==> src/rtl/lock_order_cycle_detector_assert.svh <==
// Assertion macros used by the top-level lock-order checker.
`ifndef LOCK_ORDER_CYCLE_DETECTOR_ASSERT_SVH
`define LOCK_ORDER_CYCLE_DETECTOR_ASSERT_SVH
`ifndef ASSERT_OFF
`define LOCD_ASSERT_IMPL(label, clk, rstn, prop) \
    label: assert property (@(posedge clk) disable iff (!rstn) prop) \
        else $error("assertion failed");
`define LOCD_ASSERT_RST(label, clk, prop) \
    label: assert property (@(posedge clk) prop) else $error("assertion failed");
`else
`define LOCD_ASSERT_IMPL(label, clk, rstn, prop)
`define LOCD_ASSERT_RST(label, clk, prop)
`endif
`endif

==> src/rtl/locd_pkg.sv <==
package locd_pkg;

    localparam int NUM_LOCKS_DEF   = 32;
    localparam int STACK_DEPTH_DEF = 16;
    localparam int ID_W            = 5;
    localparam int STATUS_W        = 3;
    localparam int COUNT_W         = 5;

    typedef enum logic [STATUS_W-1:0] {
        ST_OK       = 3'd0,
        ST_EMPTY    = 3'd1,
        ST_WRONG    = 3'd2,
        ST_DEADLOCK = 3'd3,
        ST_OVERFLOW = 3'd4,
        ST_HALTED   = 3'd5
    } status_t;

    localparam logic CMD_ACQUIRE = 1'b0;
    localparam logic CMD_RELEASE = 1'b1;

endpackage

==> src/rtl/locd_dfs.sv <==
// Iterative depth-first search over the order graph from each unvisited root.
// In the walk state each cycle reads the adjacency row of the node on top of
// the path: it pushes the lowest open successor, pops or flags a back edge.
module locd_dfs #(
    parameter int NUM_LOCKS = locd_pkg::NUM_LOCKS_DEF
) (
    input  logic                          aclk,
    input  logic                          aresetn,
    input  logic                          start,
    output logic [$clog2(NUM_LOCKS)-1:0]  row_addr,
    input  logic [NUM_LOCKS-1:0]          row_data,
    output logic                          done,
    output logic                          cycle_found
);
    import locd_pkg::*;

    localparam int NW = $clog2(NUM_LOCKS);
    localparam int SPW = $clog2(NUM_LOCKS + 1);

    typedef enum logic [1:0] {S_IDLE, S_ROOT, S_WALK} state_t;

    state_t                 state_reg;
    logic [NUM_LOCKS-1:0]   visited_reg;
    logic [NUM_LOCKS-1:0]   finished_reg;
    logic [NW-1:0]          walk_mem [NUM_LOCKS];
    logic [NW-1:0]          top_reg;
    logic [SPW-1:0]         sp_reg;
    logic [NW:0]            root_reg;
    logic                   done_reg;
    logic                   found_reg;

    logic [NUM_LOCKS-1:0]   open_bits;
    logic                   any_open;
    logic [NW-1:0]          first_open;

    assign row_addr  = top_reg;
    assign open_bits = row_data & ~finished_reg;
    assign any_open  = |open_bits;

    always_comb begin
        first_open = '0;
        for (int i = NUM_LOCKS - 1; i >= 0; i--) begin
            if (open_bits[i]) begin
                first_open = NW'(i);
            end
        end
    end

    always_ff @(posedge aclk) begin
        done_reg <= 1'b0;
        if (!aresetn) begin
            state_reg <= S_IDLE;
            found_reg <= 1'b0;
            done_reg  <= 1'b0;
        end else begin
            unique case (state_reg)
                S_IDLE: begin
                    if (start) begin
                        visited_reg  <= '0;
                        finished_reg <= '0;
                        root_reg     <= '0;
                        found_reg    <= 1'b0;
                        state_reg    <= S_ROOT;
                    end
                end
                S_ROOT: begin
                    if (root_reg == (NW+1)'(NUM_LOCKS)) begin
                        done_reg  <= 1'b1;
                        state_reg <= S_IDLE;
                    end else if (visited_reg[root_reg[NW-1:0]]) begin
                        root_reg <= root_reg + 1'b1;
                    end else begin
                        visited_reg[root_reg[NW-1:0]] <= 1'b1;
                        walk_mem[0] <= root_reg[NW-1:0];
                        top_reg     <= root_reg[NW-1:0];
                        sp_reg      <= SPW'(1);
                        root_reg    <= root_reg + 1'b1;
                        state_reg   <= S_WALK;
                    end
                end
                S_WALK: begin
                    if ((open_bits & visited_reg) != '0) begin
                        found_reg <= 1'b1;
                        done_reg  <= 1'b1;
                        state_reg <= S_IDLE;
                    end else if (any_open) begin
                        // The path never exceeds the node count, since each
                        // pushed node was unvisited.
                        visited_reg[first_open] <= 1'b1;
                        walk_mem[sp_reg[NW-1:0]] <= first_open;
                        top_reg <= first_open;
                        sp_reg  <= sp_reg + 1'b1;
                    end else begin
                        finished_reg[top_reg] <= 1'b1;
                        sp_reg <= sp_reg - 1'b1;
                        if (sp_reg == SPW'(1)) begin
                            state_reg <= S_ROOT;
                        end else begin
                            top_reg <= walk_mem[sp_reg[NW-1:0] - NW'(2)];
                        end
                    end
                end
                default: state_reg <= S_IDLE;
            endcase
        end
    end

    assign done        = done_reg;
    assign cycle_found = found_reg;

endmodule

==> src/rtl/lock_order_cycle_detector.sv <==
// Lock-order checker: each item acquires or releases a lock id; one result
// item follows each input item. Releases, repeated acquires, errors and
// acquires that add no new order edge go straight to the output stage.
// An acquire that records a new order edge starts a depth-first search of
// the whole graph, one node step per cycle through a single adjacency-row
// read. The order graph clears on reset through a per-row valid bit, so no
// clearing pass is needed. The block accepts no item while a search runs or
// a result waits.
module lock_order_cycle_detector #(
    parameter int NUM_LOCKS   = locd_pkg::NUM_LOCKS_DEF,
    parameter int STACK_DEPTH = locd_pkg::STACK_DEPTH_DEF
) (
    input  logic       aclk,
    input  logic       aresetn,
    input  logic       s_tvalid,
    output logic       s_tready,
    input  logic [7:0] s_tdata,   // [0] cmd, [5:1] lock_id
    output logic       m_tvalid,
    input  logic       m_tready,
    output logic [7:0] m_tdata,   // [2:0] status, [7:3] held_count
    output logic       m_tuser    // [0] edge_added
);
    import locd_pkg::*;

    `include "lock_order_cycle_detector_assert.svh"

    localparam int NW = $clog2(NUM_LOCKS);
    localparam int DW = $clog2(STACK_DEPTH + 1);
    localparam int HW = (STACK_DEPTH > 1) ? $clog2(STACK_DEPTH) : 1;

    typedef enum logic [1:0] {S_IDLE, S_SEARCH, S_OUT} state_t;

    state_t                state_reg;
    logic [NUM_LOCKS-1:0]  edges_mem [NUM_LOCKS];
    logic [NUM_LOCKS-1:0]  row_valid_reg;
    logic [NW-1:0]         held_mem [STACK_DEPTH];
    logic [DW-1:0]         depth_reg;
    logic                  halted_reg;
    logic [NW-1:0]         new_id_reg;
    logic [STATUS_W-1:0]   status_reg;
    logic                  added_reg;
    logic                  start_reg;

    logic                  cmd;
    logic [NW-1:0]         id;
    logic [NW-1:0]         top_id;
    logic [NUM_LOCKS-1:0]  top_row;
    logic [NW-1:0]         dfs_addr;
    logic [NUM_LOCKS-1:0]  dfs_row;
    logic                  dfs_done;
    logic                  dfs_found;
    logic                  in_fire;

    assign cmd     = s_tdata[0];

    // The raw lock id wraps modulo NUM_LOCKS through a small constant table.
    always_comb begin
        id = '0;
        for (int i = 0; i < 32; i++) begin
            if (s_tdata[5:1] == 5'(i)) begin
                id = NW'(i % NUM_LOCKS);
            end
        end
    end

    assign top_id  = held_mem[HW'(depth_reg - 1'b1)];
    assign top_row = row_valid_reg[top_id] ? edges_mem[top_id] : '0;
    assign dfs_row = row_valid_reg[dfs_addr] ? edges_mem[dfs_addr] : '0;
    assign s_tready = (state_reg == S_IDLE);
    assign in_fire  = s_tvalid && s_tready;

    locd_dfs #(.NUM_LOCKS(NUM_LOCKS)) u_dfs (
        .aclk        (aclk),
        .aresetn     (aresetn),
        .start       (start_reg),
        .row_addr    (dfs_addr),
        .row_data    (dfs_row),
        .done        (dfs_done),
        .cycle_found (dfs_found)
    );

    always_ff @(posedge aclk) begin
        start_reg <= 1'b0;
        if (!aresetn) begin
            state_reg     <= S_IDLE;
            row_valid_reg <= '0;
            depth_reg     <= '0;
            halted_reg    <= 1'b0;
            start_reg     <= 1'b0;
        end else begin
            unique case (state_reg)
                S_IDLE: begin
                    if (in_fire) begin
                        added_reg  <= 1'b0;
                        status_reg <= ST_OK;
                        state_reg  <= S_OUT;
                        if (halted_reg) begin
                            status_reg <= ST_HALTED;
                        end else if (cmd == CMD_ACQUIRE) begin
                            if (depth_reg == DW'(STACK_DEPTH)) begin
                                status_reg <= ST_OVERFLOW;
                                halted_reg <= 1'b1;
                            end else if (depth_reg != '0 && top_id != id
                                         && !top_row[id]) begin
                                edges_mem[top_id]     <= top_row | (NUM_LOCKS'(1) << id);
                                row_valid_reg[top_id] <= 1'b1;
                                added_reg  <= 1'b1;
                                new_id_reg <= id;
                                start_reg  <= 1'b1;
                                state_reg  <= S_SEARCH;
                            end else begin
                                held_mem[HW'(depth_reg)] <= id;
                                depth_reg <= depth_reg + 1'b1;
                            end
                        end else begin
                            if (depth_reg == '0) begin
                                status_reg <= ST_EMPTY;
                                halted_reg <= 1'b1;
                            end else if (top_id != id) begin
                                status_reg <= ST_WRONG;
                                halted_reg <= 1'b1;
                            end else begin
                                depth_reg <= depth_reg - 1'b1;
                            end
                        end
                    end
                end
                S_SEARCH: begin
                    if (dfs_done) begin
                        state_reg <= S_OUT;
                        if (dfs_found) begin
                            status_reg <= ST_DEADLOCK;
                            halted_reg <= 1'b1;
                        end else begin
                            held_mem[HW'(depth_reg)] <= new_id_reg;
                            depth_reg <= depth_reg + 1'b1;
                        end
                    end
                end
                S_OUT: begin
                    if (m_tready) begin
                        state_reg <= S_IDLE;
                    end
                end
                default: state_reg <= S_IDLE;
            endcase
        end
    end

    assign m_tvalid = (state_reg == S_OUT);
    assign m_tdata  = {COUNT_W'(depth_reg), status_reg};
    assign m_tuser  = added_reg;

    `LOCD_ASSERT_IMPL(a_depth_bound, aclk, aresetn, depth_reg <= DW'(STACK_DEPTH))
    `LOCD_ASSERT_IMPL(a_halt_sticky, aclk, aresetn, $past(halted_reg) |-> halted_reg)
    `LOCD_ASSERT_IMPL(a_dead_edge, aclk, aresetn, (m_tvalid && status_reg == ST_DEADLOCK) |-> added_reg)
    `LOCD_ASSERT_IMPL(a_search_start, aclk, aresetn, start_reg |-> state_reg == S_SEARCH)

endmodule

==> config.mk <==
export PLATFORM = sky130hd
export DESIGN_NAME = lock_order_cycle_detector
export DESIGN_NICKNAME = d
export VERILOG_FILES = /design/src/rtl/locd_pkg.sv /design/src/rtl/locd_dfs.sv /design/src/rtl/lock_order_cycle_detector.sv
export VERILOG_INCLUDE_DIRS = /design/src /design/src/rtl
export SDC_FILE = /design/constraint.sdc
export NUM_CORES = 2
export LEC_CHECK = 0
export BUFFER_PORTS_ARGS = -buffer_cell sky130_fd_sc_hd__buf_2
export CAP_MARGIN = 40
export CORE_UTILIZATION = 40
export CTS_BUF_LIST = sky130_fd_sc_hd__clkbuf_8
export CTS_CLUSTER_SIZE = 24
export DETAILED_ROUTE_END_ITERATION = 7
export PLACE_DENSITY_LB_ADDON = 0.12
export SLEW_MARGIN = 20
export SYNTH_ARGS = -nofsm -noshare
export SYNTH_HDL_FRONTEND = slang
export SYNTH_SLANG_ARGS = --single-unit
==> constraint.sdc <==
create_clock -name aclk -period 8 [get_ports aclk]
set_clock_uncertainty 0.1 [all_clocks]
set_input_delay 1.6 -clock aclk [delete_from_list [all_inputs] [get_ports aclk]]
set_output_delay 1.6 -clock aclk [all_outputs]
set_load 0.02 [all_outputs]
==> results.py <==
metrics = {
    "logic_synthesis": {
        "synthXorXnorAreaFrac_pct": 0.248,
        "synth_ff_type": "edfxtp_1",
        "yosysTopAreaCell": "edfxtp_1",
        "async_flop_share_pct": 0,
        "synth_top_area_share_pct": 60.0,
        "ys_seq_elements": 1404,
        "ys_top_cells_by_area": "edfxtp_1 60%, mux4_2 14%, mux2i_1 12%, dfxtp_1 1.5%, o21ai_0 1.2%",
        "syn_area_per_cell_um2": 16.4,
        "yosys_warnings": 0,
        "synth_fa_ha_area_share_pct": 0.351,
        "yosys-mux-area-fraction_pct": 25.9,
        "synth_fp_nets": 4171,
        "synth_top_family_by_area": "multiplexers",
        "synth-simple-area-share_pct": 4.81,
        "seq_area_frac_synth_pct": 61.5,
        "synth_cell_types": 77,
        "synth_edf_count": 1354,
        "synth-compound-area-share_pct": 4.59,
        "syn_area_um2": 67700,
        "syn_inst": 4140,
    },
    "hold_path": {
        "min_to": "row_valid_reg[16]",
        "hold_path_class": "flip-flop to flip-flop",
        "min_from": "row_valid_reg[16]",
        "hold_depth": 1,
    },
    "timing": {
        "setup_tns_ns": 0,
        "setup_viol": 0,
        "finalMaxSlewViolations": 0,
        "hold_viol_final": 0,
        "max_slew_margin_pct": 42.1,
        "tightest_slew_ns": 0.860,
        "rsz0062_at_grt": "no",
        "max_freq_mhz": 131,
        "period_needed_ns": 7.65,
        "post-route-period-util_pct": 95.7,
    },
    "clocking": {
        "cts_setup_buffers": 0,
        "clkSinkCount": 1404,
        "clock_latency_ns": 1.04,
        "tritoncts": "built",
        "path_clk_slew_ns": 0.06,
        "cts_resized": 0,
        "cts_buffers": 238,
        "cts_max_path_buffers": 3,
        "ctsHoldBuffers": 0,
        "root_buffer": "clkbuf_8",
        "htree_levels": 4,
    },
    "cells_and_area": {
        "nets": 4422,
        "fin_cells": 6798,
        "largest_register_ffs": 1024,
        "area_growth_pct": 13.3,
        "final_util_pct": 45.8,
        "regMostFlops": "edges_mem",
        "top_regs": "edges_mem (1024), u_dfs.walk_mem (160), held_mem (80)",
        "drive_above_1_share_pct": 24.6,
    },
    "floorplan": {
        "std_cell_rows": 150,
        "design.core.area_um2": 168000,
        "dieArea_um2": 171000,
        "io_pins": 23,
        "start_util_pct": 40.4,
        "die_h_um": 413,
        "floorplan.die.width_um": 413,
    },
    "detailed_routing": {
        "drt-total-wl_um": 216000,
        "ant_nets": 0,
        "drt-wirelength-per-cell_um": 31.7,
        "route.vias.total": 41300,
        "vias_per_cell": 6.07,
        "drcViolationCount": 0,
        "drtPass1Iterations": 5,
        "first_iter_violations": 4415,
    },
    "grt": {
        "grt_remaining_overflow": 0,
        "grt_pass1_vias": 41400,
        "grt_pass1_wl_um": 306000,
        "track_usage_pct": 25.2,
        "antenna_found_initial": 10,
        "grt_max_degree": 62,
    },
    "critical_path": {
        "cp_data_arrival_time_ns": 8.16,
        "cp_max_fo": 28,
        "critPathLaunchType": "flip-flop",
        "timing.rr.start": "depth_reg[1]",
        "r2r-end": "edges_mem[16][18]",
        "reg2regPathDepth": 20,
        "end_kind": "flip-flop",
        "critical_path_class": "flip-flop to flip-flop",
        "worstPathRequired_ns": 8.51,
        "ff2ff_setup_slack_ns": 0.35,
    },
    "power_and_ir_drop": {
        "power_density_nw_per_um2": 337,
        "p_leak_nw": 27.5,
        "intPower_mw": 16.3,
        "clock_power_share_pct": 24.1,
        "power_frac_seq_pct": 36.5,
        "ir_drop_mv": 0.248,
        "combPwrFrac_pct": 39.4,
        "netSwitchingPower_mw": 9.58,
        "p_sw_share_pct": 37.1,
    },
    "status": {
        "status": "finished, final reports clean",
    },
    "placed_design": {
        "place_congestion": 0.866,
        "dp_hpwl_um": 134000,
        "place_inst": 6345,
        "io_buffers": 20,
    },
    "flow_run": {
        "maxCapViolCount": 0,
    },
}
==> per-layer routing <==
| layer | track usage [%] | vias up | wire (µm) |
|---|---|---|---|
| li1 | - | 17500 | - |
| met1 | 34.7 | 22000 | 92800 |
| met4 | 6.73 | 4 | 5100 |
| met3 | 4.43 | 302 | 14500 |
| met2 | 41.0 | 1523 | 103000 |
| met5 | 0 | - | 27 |
==> power by group through the flow <==
stage                     clock network [mW]  registers, mW  logic, mW
after floorplan                            0           9.55       6.39
after global placement                     0           9.63       9.76
after detailed placement                   0           9.59       10.1
after CTS                               6.35           9.44       10.1
after global routing                    6.67           9.45       10.7
final                                   6.23           9.44       10.2
==> cell usage in the layout, fill, tap and decap left out, types with 34 or more instances in the layout <==
cell type	instances
mux4_2	406
a21oi_1	40
o21ai_0	142
buf_4	215
dfxtp_1	45
o22ai_1	124
nor2_1	136
clkinv_1	57
nor4_1	34
inv_1	134
edfxtp_1	1354
buf_12	38
nand2_1	149
clkbuf_8	249
mux2i_1	803
nor3_1	43
nand3_1	74
==> stage by stage <==
stage          cell area, µm²  worst slack (ns)  total power [mW]  hold slack, ns
4_1_cts                 76600             0.445              25.9           0.378
5_1_grt                 76700            0.0856              26.8           0.398
2_1_floorplan           67700             0.615              15.9           0.343
6_report                76700             0.345              25.9           0.377
3_3_place_gp            71700             0.551              19.4           0.353
3_5_place_dp            72100             0.496              19.7           0.364
==> critical path, stage by stage (launching register included) <==
cell and delay (ns):
dfxtp_1 0.33, inv_1 0.11, ha_1 0.61, buf_4 0.26, buf_4 0.15, mux4_2 0.20, mux2i_4 0.16, mux2i_4 0.66
buf_12 0.25, buf_12 0.23, mux2i_1 0.21, mux2i_1 0.09, o22ai_1 0.27, nor4_1 0.17, a22oi_1 0.56, a211oi_1 0.28
a2111oi_4 0.77, nand3_4 0.49, buf_12 0.37, nor3_4 0.20, buf_4 0.61
==> how the worst max path moves through the flow <==
stage / cells past startpoint / startpoint / to / slack, ns
5_1_grt: 22 / depth_reg[1] / edges_mem[11][9] / 0.09
4_1_cts: 20 / depth_reg[1] / edges_mem[11][9] / 0.45
3_3_place_gp: 20 / depth_reg[1] / edges_mem[16][23] / 0.55
2_1_floorplan: 21 / depth_reg[0] / edges_mem[0][0] / 0.61
6_report: 20 / depth_reg[1] / edges_mem[16][18] / 0.35
3_5_place_dp: 20 / depth_reg[1] / edges_mem[16][22] / 0.50
==> synth_stat cells, types with 32 or more instances <==
cell and number:
dfxtp_1 50, nor2_1 136, nor3_1 48, a21oi_1 41, edfxtp_1 1354, o21ai_0 164
a21o_1 32, o22ai_1 124, buf_2 99, mux4_2 406, nand3_1 74, nand2_1 152
inv_1 49, mux2i_1 807, buf_4 42, clkbuf_1 104, nor4_1 34
==> cells by family after synthesis <==
| kind of cell | after synthesis |
|---|---|
| xor+xnor | 17 |
| compound gates | 485 |
| flops | 1404 |
| fa+ha+maj | 19 |
| simple gates | 625 |
| mux | 1242 |
| buf+inv | 348 |
==> area by class of cell <==
type | count | area, µm²
well taps | 2204 | 2760
inverters | 53 | 199
diodes | 8 | 20.0
fillers | 14700 | 90900
multi-input cells | 2388 | 24700
clock inverters | 186 | 1110
repair buffers | 306 | 2860
clock buffers | 249 | 3430
flip-flops and latches | 1404 | 41700
(Power assumes the default switching activity.)
